## config.mk

```make
export PLATFORM = sky130hd
export DESIGN_NAME = midi_track_event_encoder
export DESIGN_NICKNAME = d
export VERILOG_FILES = /design/src/smte_pkg.sv /design/src/smte_front.sv /design/src/smte_queue.sv /design/src/smte_back.sv /design/src/midi_track_event_encoder.sv
export VERILOG_INCLUDE_DIRS = /design/src /design/src/src
export SDC_FILE = /design/constraint.sdc
export NUM_CORES = 1
export LEC_CHECK = 0
export BUFFER_PORTS_ARGS = -buffer_cell sky130_fd_sc_hd__buf_2
export CAP_MARGIN = 20
export CORE_MARGIN = 3
export CORE_UTILIZATION = 40
export DETAILED_ROUTE_END_ITERATION = 10
export HOLD_SLACK_MARGIN = 0.15
export PLACE_DENSITY = 0.66
export SYNTH_ARGS = -nofsm -noshare
export SYNTH_HDL_FRONTEND = slang
export SYNTH_HIERARCHICAL = 1
export SYNTH_SLANG_ARGS = --single-unit
```

## constraint.sdc

```tcl
create_clock -name i_clk -period 8.6 [get_ports i_clk]
set_input_delay 1.29 -clock i_clk [delete_from_list [all_inputs] [get_ports i_clk]]
set_output_delay 1.29 -clock i_clk [all_outputs]
set_load 0.01 [all_outputs]
```

## src/assert_macros.svh

```systemverilog
// Assertion shorthands shared by the encoder modules.
// Each macro expects i_clk and i_rst_n in scope.
`ifndef ASSERT_MACROS_SVH
`define ASSERT_MACROS_SVH

// Check that an expression holds at every clock edge out of reset.
`define ASSERT_ALWAYS(lbl, expr, msg) \
    lbl: assert property (@(posedge i_clk) disable iff (!i_rst_n) (expr)) \
        else $error(msg);

// Check that a condition implies another in the same cycle.
`define ASSERT_IMPLIES(lbl, ante, cons, msg) \
    lbl: assert property (@(posedge i_clk) disable iff (!i_rst_n) (ante) |-> (cons)) \
        else $error(msg);

// Check that a condition implies another in the following cycle.
`define ASSERT_NEXT(lbl, ante, cons, msg) \
    lbl: assert property (@(posedge i_clk) disable iff (!i_rst_n) (ante) |=> (cons)) \
        else $error(msg);

`endif

```

## src/smte_pkg.sv

```systemverilog
// ----------------------------------------------------------------------------
// smte_pkg
// Shared types and constants of the track event encoder: event codes,
// MIDI status and meta bytes, item and command layouts.
// ----------------------------------------------------------------------------
`default_nettype none

package smte_pkg;

    localparam int unsigned TICK_W      = 28;
    localparam int unsigned BODY_MAX    = 7;
    localparam int unsigned BODY_IDX_W  = 3;
    localparam int unsigned QUEUE_DEPTH = 4;

    // Event codes
    typedef enum logic [2:0] {
        OP_NOTE_OFF  = 3'd0,
        OP_NOTE_ON   = 3'd1,
        OP_PROGRAM   = 3'd2,
        OP_TEMPO     = 3'd3,
        OP_TIME_SIG  = 3'd4,
        OP_KEY_SIG   = 3'd5,
        OP_END_TRACK = 3'd6
    } t_opcode;

    // Channel status bytes
    localparam logic [7:0] ST_NOTE_OFF = 8'h80;
    localparam logic [7:0] ST_NOTE_ON  = 8'h90;
    localparam logic [7:0] ST_PROGRAM  = 8'hC0;

    // Meta event bytes
    localparam logic [7:0] META_PREFIX   = 8'hFF;
    localparam logic [7:0] META_TEMPO    = 8'h51;
    localparam logic [7:0] META_TIME_SIG = 8'h58;
    localparam logic [7:0] META_KEY_SIG  = 8'h59;
    localparam logic [7:0] META_END      = 8'h2F;
    localparam logic [7:0] LEN_TEMPO     = 8'h03;
    localparam logic [7:0] LEN_TIME_SIG  = 8'h04;
    localparam logic [7:0] LEN_KEY_SIG   = 8'h02;
    localparam logic [7:0] LEN_END       = 8'h00;
    localparam logic [7:0] CLOCKS_PER_CLICK  = 8'd24;
    localparam logic [7:0] N32_PER_QUARTER   = 8'd8;

    // Key signature clamp limits
    localparam logic signed [7:0] FIFTHS_MIN = -8'sd7;
    localparam logic signed [7:0] FIFTHS_MAX = 8'sd7;

    // Input beat
    typedef struct packed {
        logic [2:0]        opcode;
        logic [27:0]       tick;
        logic [6:0]        pitch;
        logic [6:0]        velocity;
        logic [6:0]        program_req;
        logic [23:0]       tempo_us;
        logic [7:0]        sig_numerator;
        logic [6:0]        sig_denominator;
        logic signed [7:0] key_fifths;
        logic              key_minor;
    } t_in_item;

    // Result beat
    typedef struct packed {
        logic [7:0] out_byte;
        logic       last_byte;
    } t_out_item;

    // Classified event handed from front to back: delta plus body bytes
    typedef struct packed {
        logic [TICK_W-1:0]            delta;
        logic [BODY_MAX-1:0][7:0]     body;
        logic [BODY_IDX_W-1:0]        body_len;
    } t_cmd;

endpackage

`default_nettype wire

```

## src/smte_front.sv

```systemverilog
// ----------------------------------------------------------------------------
// smte_front
// Accepts track events, computes the saturated delta time, builds the event
// body bytes and holds one classified command for the queue.
// ----------------------------------------------------------------------------
`default_nettype none

module smte_front
    import smte_pkg::*;
(
    input  wire logic       i_clk,
    input  wire logic       i_rst_n,
    input  wire logic       i_cfg_we,
    input  wire logic [3:0] i_cfg_wdata,
    input  wire logic       i_push,
    input  wire t_in_item   i_item,
    output logic            o_full,
    output logic            o_q_push,
    output t_cmd            o_q_cmd,
    input  wire logic       i_q_full
);

    logic [3:0]          r_channel;
    logic [TICK_W-1:0]   r_prev_tick;
    logic                r_valid;
    t_cmd                r_cmd;

    logic                w_accept;
    logic                w_op_ok;
    logic                w_load;
    logic [TICK_W:0]     w_diff;
    logic [TICK_W-1:0]   w_delta;
    logic [BODY_MAX-1:0][7:0] n_body;
    logic [BODY_IDX_W-1:0]    n_len;
    logic [7:0]          w_denom_pow;
    logic [7:0]          w_fifths;

    // Handshake: the holding register frees when the queue takes its beat
    assign w_load   = !r_valid || !i_q_full;
    assign o_full   = r_valid && i_q_full;
    assign w_accept = i_push && !o_full;
    assign w_op_ok  = i_item.opcode <= OP_END_TRACK;
    assign o_q_push = r_valid && !i_q_full;
    assign o_q_cmd  = r_cmd;

    // Delta from the previous event, zero when time runs backwards
    assign w_diff  = {1'b0, i_item.tick} - {1'b0, r_prev_tick};
    assign w_delta = w_diff[TICK_W] ? '0 : w_diff[TICK_W-1:0];

    // Map denominator to its power of two
    always_comb begin
        unique case (i_item.sig_denominator)
            7'd1:    w_denom_pow = 8'd0;
            7'd2:    w_denom_pow = 8'd1;
            7'd4:    w_denom_pow = 8'd2;
            7'd8:    w_denom_pow = 8'd3;
            7'd16:   w_denom_pow = 8'd4;
            7'd32:   w_denom_pow = 8'd5;
            7'd64:   w_denom_pow = 8'd6;
            default: w_denom_pow = 8'd2;
        endcase
    end

    // Clamp fifths to a legal key
    always_comb begin
        if (i_item.key_fifths < FIFTHS_MIN) begin
            w_fifths = FIFTHS_MIN;
        end else if (i_item.key_fifths > FIFTHS_MAX) begin
            w_fifths = FIFTHS_MAX;
        end else begin
            w_fifths = i_item.key_fifths;
        end
    end

    // Build the event body
    always_comb begin
        n_body = '0;
        n_len  = BODY_IDX_W'(3);
        unique case (i_item.opcode)
            OP_NOTE_OFF: begin
                n_body[0] = ST_NOTE_OFF | {4'h0, r_channel};
                n_body[1] = {1'b0, i_item.pitch};
                n_body[2] = 8'h00;
            end
            OP_NOTE_ON: begin
                n_body[0] = ST_NOTE_ON | {4'h0, r_channel};
                n_body[1] = {1'b0, i_item.pitch};
                n_body[2] = {1'b0, i_item.velocity};
            end
            OP_PROGRAM: begin
                n_body[0] = ST_PROGRAM | {4'h0, r_channel};
                n_body[1] = {1'b0, i_item.program_req};
                n_len     = BODY_IDX_W'(2);
            end
            OP_TEMPO: begin
                n_body[0] = META_PREFIX;
                n_body[1] = META_TEMPO;
                n_body[2] = LEN_TEMPO;
                n_body[3] = i_item.tempo_us[23:16];
                n_body[4] = i_item.tempo_us[15:8];
                n_body[5] = i_item.tempo_us[7:0];
                n_len     = BODY_IDX_W'(6);
            end
            OP_TIME_SIG: begin
                n_body[0] = META_PREFIX;
                n_body[1] = META_TIME_SIG;
                n_body[2] = LEN_TIME_SIG;
                n_body[3] = i_item.sig_numerator;
                n_body[4] = w_denom_pow;
                n_body[5] = CLOCKS_PER_CLICK;
                n_body[6] = N32_PER_QUARTER;
                n_len     = BODY_IDX_W'(7);
            end
            OP_KEY_SIG: begin
                n_body[0] = META_PREFIX;
                n_body[1] = META_KEY_SIG;
                n_body[2] = LEN_KEY_SIG;
                n_body[3] = w_fifths;
                n_body[4] = {7'h00, i_item.key_minor};
                n_len     = BODY_IDX_W'(5);
            end
            default: begin
                n_body[0] = META_PREFIX;
                n_body[1] = META_END;
                n_body[2] = LEN_END;
            end
        endcase
    end

    // Hold channel, previous tick and the command valid flag
    always_ff @(posedge i_clk) begin
        if (!i_rst_n) begin
            r_channel   <= '0;
            r_prev_tick <= '0;
            r_valid     <= 1'b0;
        end else begin
            if (i_cfg_we) begin
                r_channel <= i_cfg_wdata;
            end
            if (w_load) begin
                r_valid <= w_accept && w_op_ok;
            end
            if (w_accept && w_op_ok) begin
                r_prev_tick <= (i_item.opcode == OP_END_TRACK) ? '0 : i_item.tick;
            end
        end
    end

    // Capture the classified command
    always_ff @(posedge i_clk) begin
        if (w_accept) begin
            r_cmd.delta    <= w_delta;
            r_cmd.body     <= n_body;
            r_cmd.body_len <= n_len;
        end
    end

endmodule

`default_nettype wire

```

## src/smte_queue.sv

```systemverilog
// ----------------------------------------------------------------------------
// smte_queue
// Short command queue between the classifying front and the byte emitter.
// ----------------------------------------------------------------------------
`default_nettype none
`include "assert_macros.svh"

module smte_queue
    import smte_pkg::*;
#(
    parameter int unsigned DEPTH = QUEUE_DEPTH
) (
    input  wire logic i_clk,
    input  wire logic i_rst_n,
    input  wire logic i_push,
    input  wire t_cmd i_cmd,
    output logic      o_full,
    input  wire logic i_pop,
    output t_cmd      o_head,
    output logic      o_empty
);

    localparam int unsigned PTR_W = (DEPTH > 1) ? $clog2(DEPTH) : 1;
    localparam int unsigned CNT_W = $clog2(DEPTH + 1);

    t_cmd             r_mem [DEPTH];
    logic [PTR_W-1:0] r_wr;
    logic [PTR_W-1:0] r_rd;
    logic [CNT_W-1:0] r_count;

    assign o_full  = r_count == CNT_W'(DEPTH);
    assign o_empty = r_count == '0;
    assign o_head  = r_mem[r_rd];

    // Advance pointers and occupancy
    always_ff @(posedge i_clk) begin
        if (!i_rst_n) begin
            r_wr    <= '0;
            r_rd    <= '0;
            r_count <= '0;
        end else begin
            if (i_push) begin
                r_wr <= (r_wr == PTR_W'(DEPTH - 1)) ? '0 : r_wr + 1'b1;
            end
            if (i_pop) begin
                r_rd <= (r_rd == PTR_W'(DEPTH - 1)) ? '0 : r_rd + 1'b1;
            end
            case ({i_push, i_pop})
                2'b10:   r_count <= r_count + 1'b1;
                2'b01:   r_count <= r_count - 1'b1;
                default: r_count <= r_count;
            endcase
        end
    end

    // Store commands
    always_ff @(posedge i_clk) begin
        if (i_push) begin
            r_mem[r_wr] <= i_cmd;
        end
    end

    `ASSERT_IMPLIES(a_no_overflow, i_push, !o_full || i_pop, "queue push while full")
    `ASSERT_IMPLIES(a_no_underflow, i_pop, !o_empty, "queue pop while empty")
    `ASSERT_ALWAYS(a_count_bound, r_count <= CNT_W'(DEPTH), "queue count past depth")

endmodule

`default_nettype wire

```

## src/smte_back.sv

```systemverilog
// ----------------------------------------------------------------------------
// smte_back
// Emits one track byte per cycle, stalling while the output register holds an
// unpopped byte: the delta as a variable-length quantity, then the body bytes.
// ----------------------------------------------------------------------------
`default_nettype none
`include "assert_macros.svh"

module smte_back
    import smte_pkg::*;
(
    input  wire logic i_clk,
    input  wire logic i_rst_n,
    input  wire t_cmd i_head,
    input  wire logic i_q_empty,
    output logic      o_q_pop,
    output t_out_item o_result,
    output logic      o_empty,
    input  wire logic i_pop
);

    t_cmd                  r_cmd;
    logic                  r_active;
    logic                  r_in_delta;
    logic [1:0]            r_grp;
    logic [BODY_IDX_W-1:0] r_bidx;
    logic                  r_out_valid;
    t_out_item             r_out;

    logic                  w_step;
    logic                  w_cur_last;
    logic                  w_load;
    logic [7:0]            w_byte;
    logic [1:0]            w_head_grp;

    assign w_step     = r_active && (!r_out_valid || i_pop);
    assign w_cur_last = !r_in_delta && (r_bidx == r_cmd.body_len - 1'b1);
    assign w_load     = (!r_active || (w_step && w_cur_last)) && !i_q_empty;
    assign o_q_pop    = w_load;
    assign o_result   = r_out;
    assign o_empty    = !r_out_valid;

    // Number of delta groups beyond the first
    always_comb begin
        if (i_head.delta[27:21] != '0) begin
            w_head_grp = 2'd3;
        end else if (i_head.delta[20:14] != '0) begin
            w_head_grp = 2'd2;
        end else if (i_head.delta[13:7] != '0) begin
            w_head_grp = 2'd1;
        end else begin
            w_head_grp = 2'd0;
        end
    end

    // Select the current byte
    always_comb begin
        if (r_in_delta) begin
            case (r_grp)
                2'd3:    w_byte = {1'b1, r_cmd.delta[27:21]};
                2'd2:    w_byte = {1'b1, r_cmd.delta[20:14]};
                2'd1:    w_byte = {1'b1, r_cmd.delta[13:7]};
                default: w_byte = {1'b0, r_cmd.delta[6:0]};
            endcase
        end else begin
            w_byte = r_cmd.body[r_bidx];
        end
    end

    // Sequence delta groups and body bytes; hold the output beat
    always_ff @(posedge i_clk) begin
        if (!i_rst_n) begin
            r_active    <= 1'b0;
            r_in_delta  <= 1'b0;
            r_grp       <= '0;
            r_bidx      <= '0;
            r_out_valid <= 1'b0;
        end else begin
            if (w_load) begin
                r_active   <= 1'b1;
                r_in_delta <= 1'b1;
                r_grp      <= w_head_grp;
                r_bidx     <= '0;
            end else if (w_step) begin
                if (w_cur_last) begin
                    r_active <= 1'b0;
                end
                if (r_in_delta) begin
                    if (r_grp == 2'd0) begin
                        r_in_delta <= 1'b0;
                    end else begin
                        r_grp <= r_grp - 1'b1;
                    end
                end else begin
                    r_bidx <= r_bidx + 1'b1;
                end
            end
            if (w_step) begin
                r_out_valid <= 1'b1;
            end else if (i_pop) begin
                r_out_valid <= 1'b0;
            end
        end
    end

    // Capture command and output payload
    always_ff @(posedge i_clk) begin
        if (w_load) begin
            r_cmd <= i_head;
        end
        if (w_step) begin
            r_out.out_byte  <= w_byte;
            r_out.last_byte <= w_cur_last;
        end
    end

    `ASSERT_NEXT(a_cont_bit, w_step && r_in_delta && (r_grp != 2'd0), r_out.out_byte[7],
        "delta group lost its continuation bit")
    `ASSERT_NEXT(a_delta_not_last, w_step && r_in_delta, !r_out.last_byte,
        "delta byte flagged as last")
    `ASSERT_IMPLIES(a_load_when_free, w_load, !r_active || w_cur_last,
        "command loaded over an unfinished one")

endmodule

`default_nettype wire

```

## src/midi_track_event_encoder.sv

```systemverilog
// ----------------------------------------------------------------------------
// midi_track_event_encoder
// Turns time-ordered track events into Standard MIDI File track bytes:
// variable-length delta time followed by the event body.
// ----------------------------------------------------------------------------
//  channel   direction  handshake           payload
//  input     in         push / full         i_item   (t_in_item)
//  result    out        pop / empty         o_result (t_out_item), one byte
//  config    in         i_cfg_we            i_cfg_wdata (channel)
//
//  The emitter sends one byte per cycle unless pop is low; an event is 1 to 4
//  delta bytes plus 2 to 7 body bytes.
//  The front takes an event per cycle while the command queue has room;
//  FIFO_DEPTH commands plus one holding register buffer the two sides.
//  Reset is synchronous and needs no clearing pass; opcode 7 is dropped.
//  Pop low holds the current result byte; the emitter then stalls.
// ----------------------------------------------------------------------------
`default_nettype none

module midi_track_event_encoder
    import smte_pkg::*;
#(
    parameter int unsigned FIFO_DEPTH = QUEUE_DEPTH
) (
    input  wire logic       i_clk,
    input  wire logic       i_rst_n,
    input  wire logic       i_cfg_we,
    input  wire logic [3:0] i_cfg_wdata,
    input  wire logic       push,
    input  wire t_in_item   i_item,
    output logic            full,
    input  wire logic       pop,
    output logic            empty,
    output t_out_item       o_result
);

    logic q_push;
    logic q_full;
    logic q_pop;
    logic q_empty;
    t_cmd q_cmd;
    t_cmd q_head;

    smte_front u_front (
        .i_clk       (i_clk),
        .i_rst_n     (i_rst_n),
        .i_cfg_we    (i_cfg_we),
        .i_cfg_wdata (i_cfg_wdata),
        .i_push      (push),
        .i_item      (i_item),
        .o_full      (full),
        .o_q_push    (q_push),
        .o_q_cmd     (q_cmd),
        .i_q_full    (q_full)
    );

    smte_queue #(
        .DEPTH (FIFO_DEPTH)
    ) u_queue (
        .i_clk   (i_clk),
        .i_rst_n (i_rst_n),
        .i_push  (q_push),
        .i_cmd   (q_cmd),
        .o_full  (q_full),
        .i_pop   (q_pop),
        .o_head  (q_head),
        .o_empty (q_empty)
    );

    smte_back u_back (
        .i_clk     (i_clk),
        .i_rst_n   (i_rst_n),
        .i_head    (q_head),
        .i_q_empty (q_empty),
        .o_q_pop   (q_pop),
        .o_result  (o_result),
        .o_empty   (empty),
        .i_pop     (pop)
    );

endmodule

`default_nettype wire
```

==> run_results.csv <==
group,metric,value,unit
sta,finalClockSkew,0.0126,ns
grt,first_global_vias,12500,
pwr,pwr-share-clk,33.6,%
layout,fin_area,26700,µm²
worst_setup_path,r2r.worst_path.cells,9,
pwr,power_leakage,8.90,nW
sta,fin_setup_tns,0,ns
grt,antenna_found_initial,1,
yosys,yosysWarningCount,6,
sta,setup_violations,0,
yosys,gate_count_after_technology_mapping,1384,
cts,worstSkewPairLatency,0.59,ns
worst_setup_path,crit_arrival,4.40,ns
sta,max_slew_margin,36.5,%
routing,route.final.wire_length,45.7,mm
sta,rsz_0062_raised_after_global_routing,"no",
place,dpl_worst_slack,4.01,ns
cts,cts_sinks,571,
yosys,synth_mux_area_share,10.2,%
sta,timing.final.hold_violations,0,
yosys,synth_area,23400,µm²
sta,worst-slew-pin-transition,0.951,ns
cts,cts.repair_timing.setup_buffer_count,0,
routing,routed-via-count,12100,
yosys,register_area_share_after_synthesis,71.2,%
routing,drt_iter0_markers,790,
layout,drive_gt1_share,22.8,%
die,die_area,61400,µm²
run,number_of_max_cap_violations,0,
cts,cts_repair_resize_count,0,
sta,final_critical_path_setup_slack,4.62,ns
place,place_area,24700,µm²
yosys,synth_area_leaders,"sky130_fd_sc_hd__edfxtp_1 (67%), sky130_fd_sc_hd__mux4_2 (9.2%), sky130_fd_sc_hd__dfxtp_1 (4.3%)",
pwr,power-per-cell-area,290,nW/µm²
grt,grt_max_degree,73,
grt,grt_first_pass_wirelength,71.2,mm
layout,most_common_cell_after_layout_fill_and_taps_aside,"sky130_fd_sc_hd__edfxtp_1",
grt,gr-total-overflow,0,
pwr,pwr-share-seq,49.4,%
yosys,synth_seq_cells,571,
die,placementRows,87,
worst_hold_path,hold_path.startpoint,"u_front/r_prev_tick[18]$_SDFFE_PN0P_",
worst_hold_path,min_path_type,"reg2reg",
sta,post-route-min-period,3.98,ns
sta,achievable-frequency,251,MHz
routing,detail_route.vias_per_cell,5.23,
worst_setup_path,timing.setup.critical_path_class,"in2reg",
worst_setup_path,worst_path_fanout_max,28,
worst_setup_path,r2r-start,"u_front/r_prev_tick[0]$_SDFFE_PN0P_",
place,io_buffer_count,119,
routing,dr.pass1.iters,6,
pwr,sw_frac_of_total,25.7,%
yosys,synth_top_area_cell,"sky130_fd_sc_hd__edfxtp_1",
cts,cts_hold_repair.buffers,0,
sta,final-max-slew-violation-count,0,
routing,antenna_left,0,
worst_hold_path,whs_path_depth,2,
cts,cts_inserted_buffers,57,
pwr,vdd_drop_max,170,µV
layout,top_library_cells_by_usage_in_the_layout_fill_and_taps_aside,"sky130_fd_sc_hd__edfxtp_1 (521), sky130_fd_sc_hd__buf_2 (119), sky130_fd_sc_hd__mux4_2 (95)",
yosys,postSynth.asyncResetShare,0,%
layout,area_growth_syn_to_layout,14.2,%
yosys,synth_enable_flop_cells,521,
cts,tritoncts_clock_tree,"yes",
pwr,power.net_switching,0.00199,W
yosys,synth_top_area_share,66.9,%
grt,globalRouteTotalUtil,15.2,%
layout,count_of_antenna_diodes_in_the_layout,0,
pwr,power.share.combinational,17.1,%
place,dp_hpwl,28.3,mm
die,num_io_pins,120,
die,die-height,248,µm
yosys,synth_compound_area_share,5.82,%
yosys,synthAdderAreaFrac,2.31,%
worst_setup_path,cp-start-kind,"primary input",
yosys,syn_area_per_cell,16.9,µm²
pwr,internal-power,0.00576,W
worst_setup_path,required,9.02,ns
place,place.gp.congestion,0.813,
cts,clk_transition_reported_paths,0.06,ns
layout,final_net_count,1667,
cts,clk_path_buf_depth,3,
die,initial_utilization,40.9,%
yosys,post_synth_xor_area_fraction,1.30,%
routing,drcViolationCount,0,
worst_setup_path,setup_crit_start,"i_item[69]",
cts,htree_levels,2,
layout,fin_cells,2319,
layout,num-fill-cells,4866,
yosys,synth_top_family_by_area,"multiplexers",
status,outcome,"finished clean",
cts,clock-root-buffer,"sky130_fd_sc_hd__clkbuf_16",
yosys,main_synth_ff_type,"sky130_fd_sc_hd__edfxtp_1",
yosys,synth.lib_cells_used.distinct,73,
sta,period_share,46.3,%
routing,routed_wire_length_per_instance,19.7,µm
pwr,report.power.total,0.00775,W
place,place_inst,2211,
die,core_area,57100,µm²
worst_setup_path,worstSetupEndpointType,"flop",
yosys,simple_gate_share_of_the_synthesized_area,6.39,%
die,die_w,248,µm
final cells by class:
type | instances | area [µm²] | share of cell area (%)
inverters | 58 | 218 | 0.816
repair buffers | 136 | 751 | 2.81
clock inverters | 35 | 500 | 1.87
well taps | 756 | 946 | 3.54
clock buffers | 71 | 1490 | 5.58
flip-flops and latches | 571 | 16700 | 62.4
multi-input cells | 692 | 6140 | 23.0
worst max-delay path, stage by stage:
cell and delay (ns):
sky130_fd_sc_hd__buf_2 0.09, sky130_fd_sc_hd__inv_1 0.04, sky130_fd_sc_hd__ha_1 0.21, sky130_fd_sc_hd__fa_1 0.39, sky130_fd_sc_hd__nand2b_1 0.20, sky130_fd_sc_hd__a21oi_2 0.22, sky130_fd_sc_hd__o2111ai_1 0.21, sky130_fd_sc_hd__a311o_1 0.44
sky130_fd_sc_hd__and2_4 0.19, sky130_fd_sc_hd__o41a_2 0.80, sky130_fd_sc_hd__a31oi_1 0.31
metal layers:
| metal | global-route usage [%] | vias to the layer above | routed length [µm] |
|---|---|---|---|
| met5 | 0 | - | 13 |
| met4 | 4.53 | 2 | 1040 |
| met3 | 2.86 | 66 | 2880 |
| met2 | 25.7 | 318 | 22600 |
| met1 | 20.0 | 6109 | 19100 |
| li1 | - | 5633 | - |
synthesized netlist by cell type (3+ instances only):
cell type	n
sky130_fd_sc_hd__edfxtp_1	521
sky130_fd_sc_hd__mux4_2	95
sky130_fd_sc_hd__nand2_1	86
sky130_fd_sc_hd__inv_1	58
sky130_fd_sc_hd__o21ai_0	57
sky130_fd_sc_hd__dfxtp_1	50
sky130_fd_sc_hd__a21oi_1	41
sky130_fd_sc_hd__ha_1	40
sky130_fd_sc_hd__nand3_1	39
sky130_fd_sc_hd__clkbuf_1	35
sky130_fd_sc_hd__a21boi_0	30
sky130_fd_sc_hd__nor2_1	30
sky130_fd_sc_hd__mux2i_1	23
sky130_fd_sc_hd__and2_1	20
sky130_fd_sc_hd__nor3_1	19
sky130_fd_sc_hd__nor2b_1	18
sky130_fd_sc_hd__xnor2_1	18
sky130_fd_sc_hd__xor2_1	14
sky130_fd_sc_hd__buf_2	13
sky130_fd_sc_hd__nand2b_1	12
sky130_fd_sc_hd__buf_4	11
sky130_fd_sc_hd__o21a_1	11
sky130_fd_sc_hd__nor2_2	10
sky130_fd_sc_hd__nor2_4	10
sky130_fd_sc_hd__a21o_1	8
sky130_fd_sc_hd__and3_1	8
sky130_fd_sc_hd__o2bb2ai_1	8
sky130_fd_sc_hd__a222oi_1	7
sky130_fd_sc_hd__a211oi_1	6
sky130_fd_sc_hd__a31oi_1	5
sky130_fd_sc_hd__nand4_1	5
sky130_fd_sc_hd__nor4_1	5
sky130_fd_sc_hd__a41oi_1	4
sky130_fd_sc_hd__buf_6	4
sky130_fd_sc_hd__o31ai_1	4
sky130_fd_sc_hd__a22oi_1	3
sky130_fd_sc_hd__buf_8	3
sky130_fd_sc_hd__o211ai_1	3
sky130_fd_sc_hd__or2_2	3
sky130_fd_sc_hd__or3_1	3
sky130_fd_sc_hd__or4_1	3
through the flow:
step           hold WS (ns)  util, %
2_1_floorplan         0.441        -
4_1_cts               0.464     46.6
6_report              0.462     46.7
3_5_place_dp          0.457     43.2
5_1_grt               0.487     46.7
3_3_place_gp          0.450     43.2
power groups by stage:
stage	registers [W]	clock network [W]	logic [W]
after floorplan	0.00378	0	0.00102
after global placement	0.00387	0	0.00132
after detailed placement	0.00389	0	0.00134
after CTS	0.00384	0.00268	0.00135
after global routing	0.00387	0.00279	0.00146
final	0.00383	0.00260	0.00132
flip-flops by register name (all words and copies together), names as in the netlist, 2 cells and up, named ones only:
register             flops
u_back/r_bidx            3
u_queue/r_wr             2
u_queue/r_count          3
u_back/o_result          9
u_queue/r_rd             2
u_front/o_q_cmd         77
u_back/r_grp             2
u_back/r_cmd            87
u_front/r_prev_tick     28
u_queue/r_mem          348
u_front/r_channel        4
path summary, 6_finish.rpt:
path	to	slack, ns
worst max-delay path	u_front/o_q_cmd[81]$_SDFFCE_PN0P_	4.62
worst min-delay path	u_front/r_prev_tick[18]$_SDFFE_PN0P_	0.46
worst max register to register	u_front/o_q_cmd[81]$_SDFFCE_PN0P_	5.14
worst min register to register	u_front/r_prev_tick[18]$_SDFFE_PN0P_	0.46
cells by family after synthesis:
family / Yosys count
and+or+nand+nor: 282
other: 2
DFF: 571
muxes: 119
adders and majority gates: 42
xor gates and xnor gates: 33
buffers and inverters: 129
AOI/OAI and AO/OA: 206
Power figures use the tool's default switching activity.
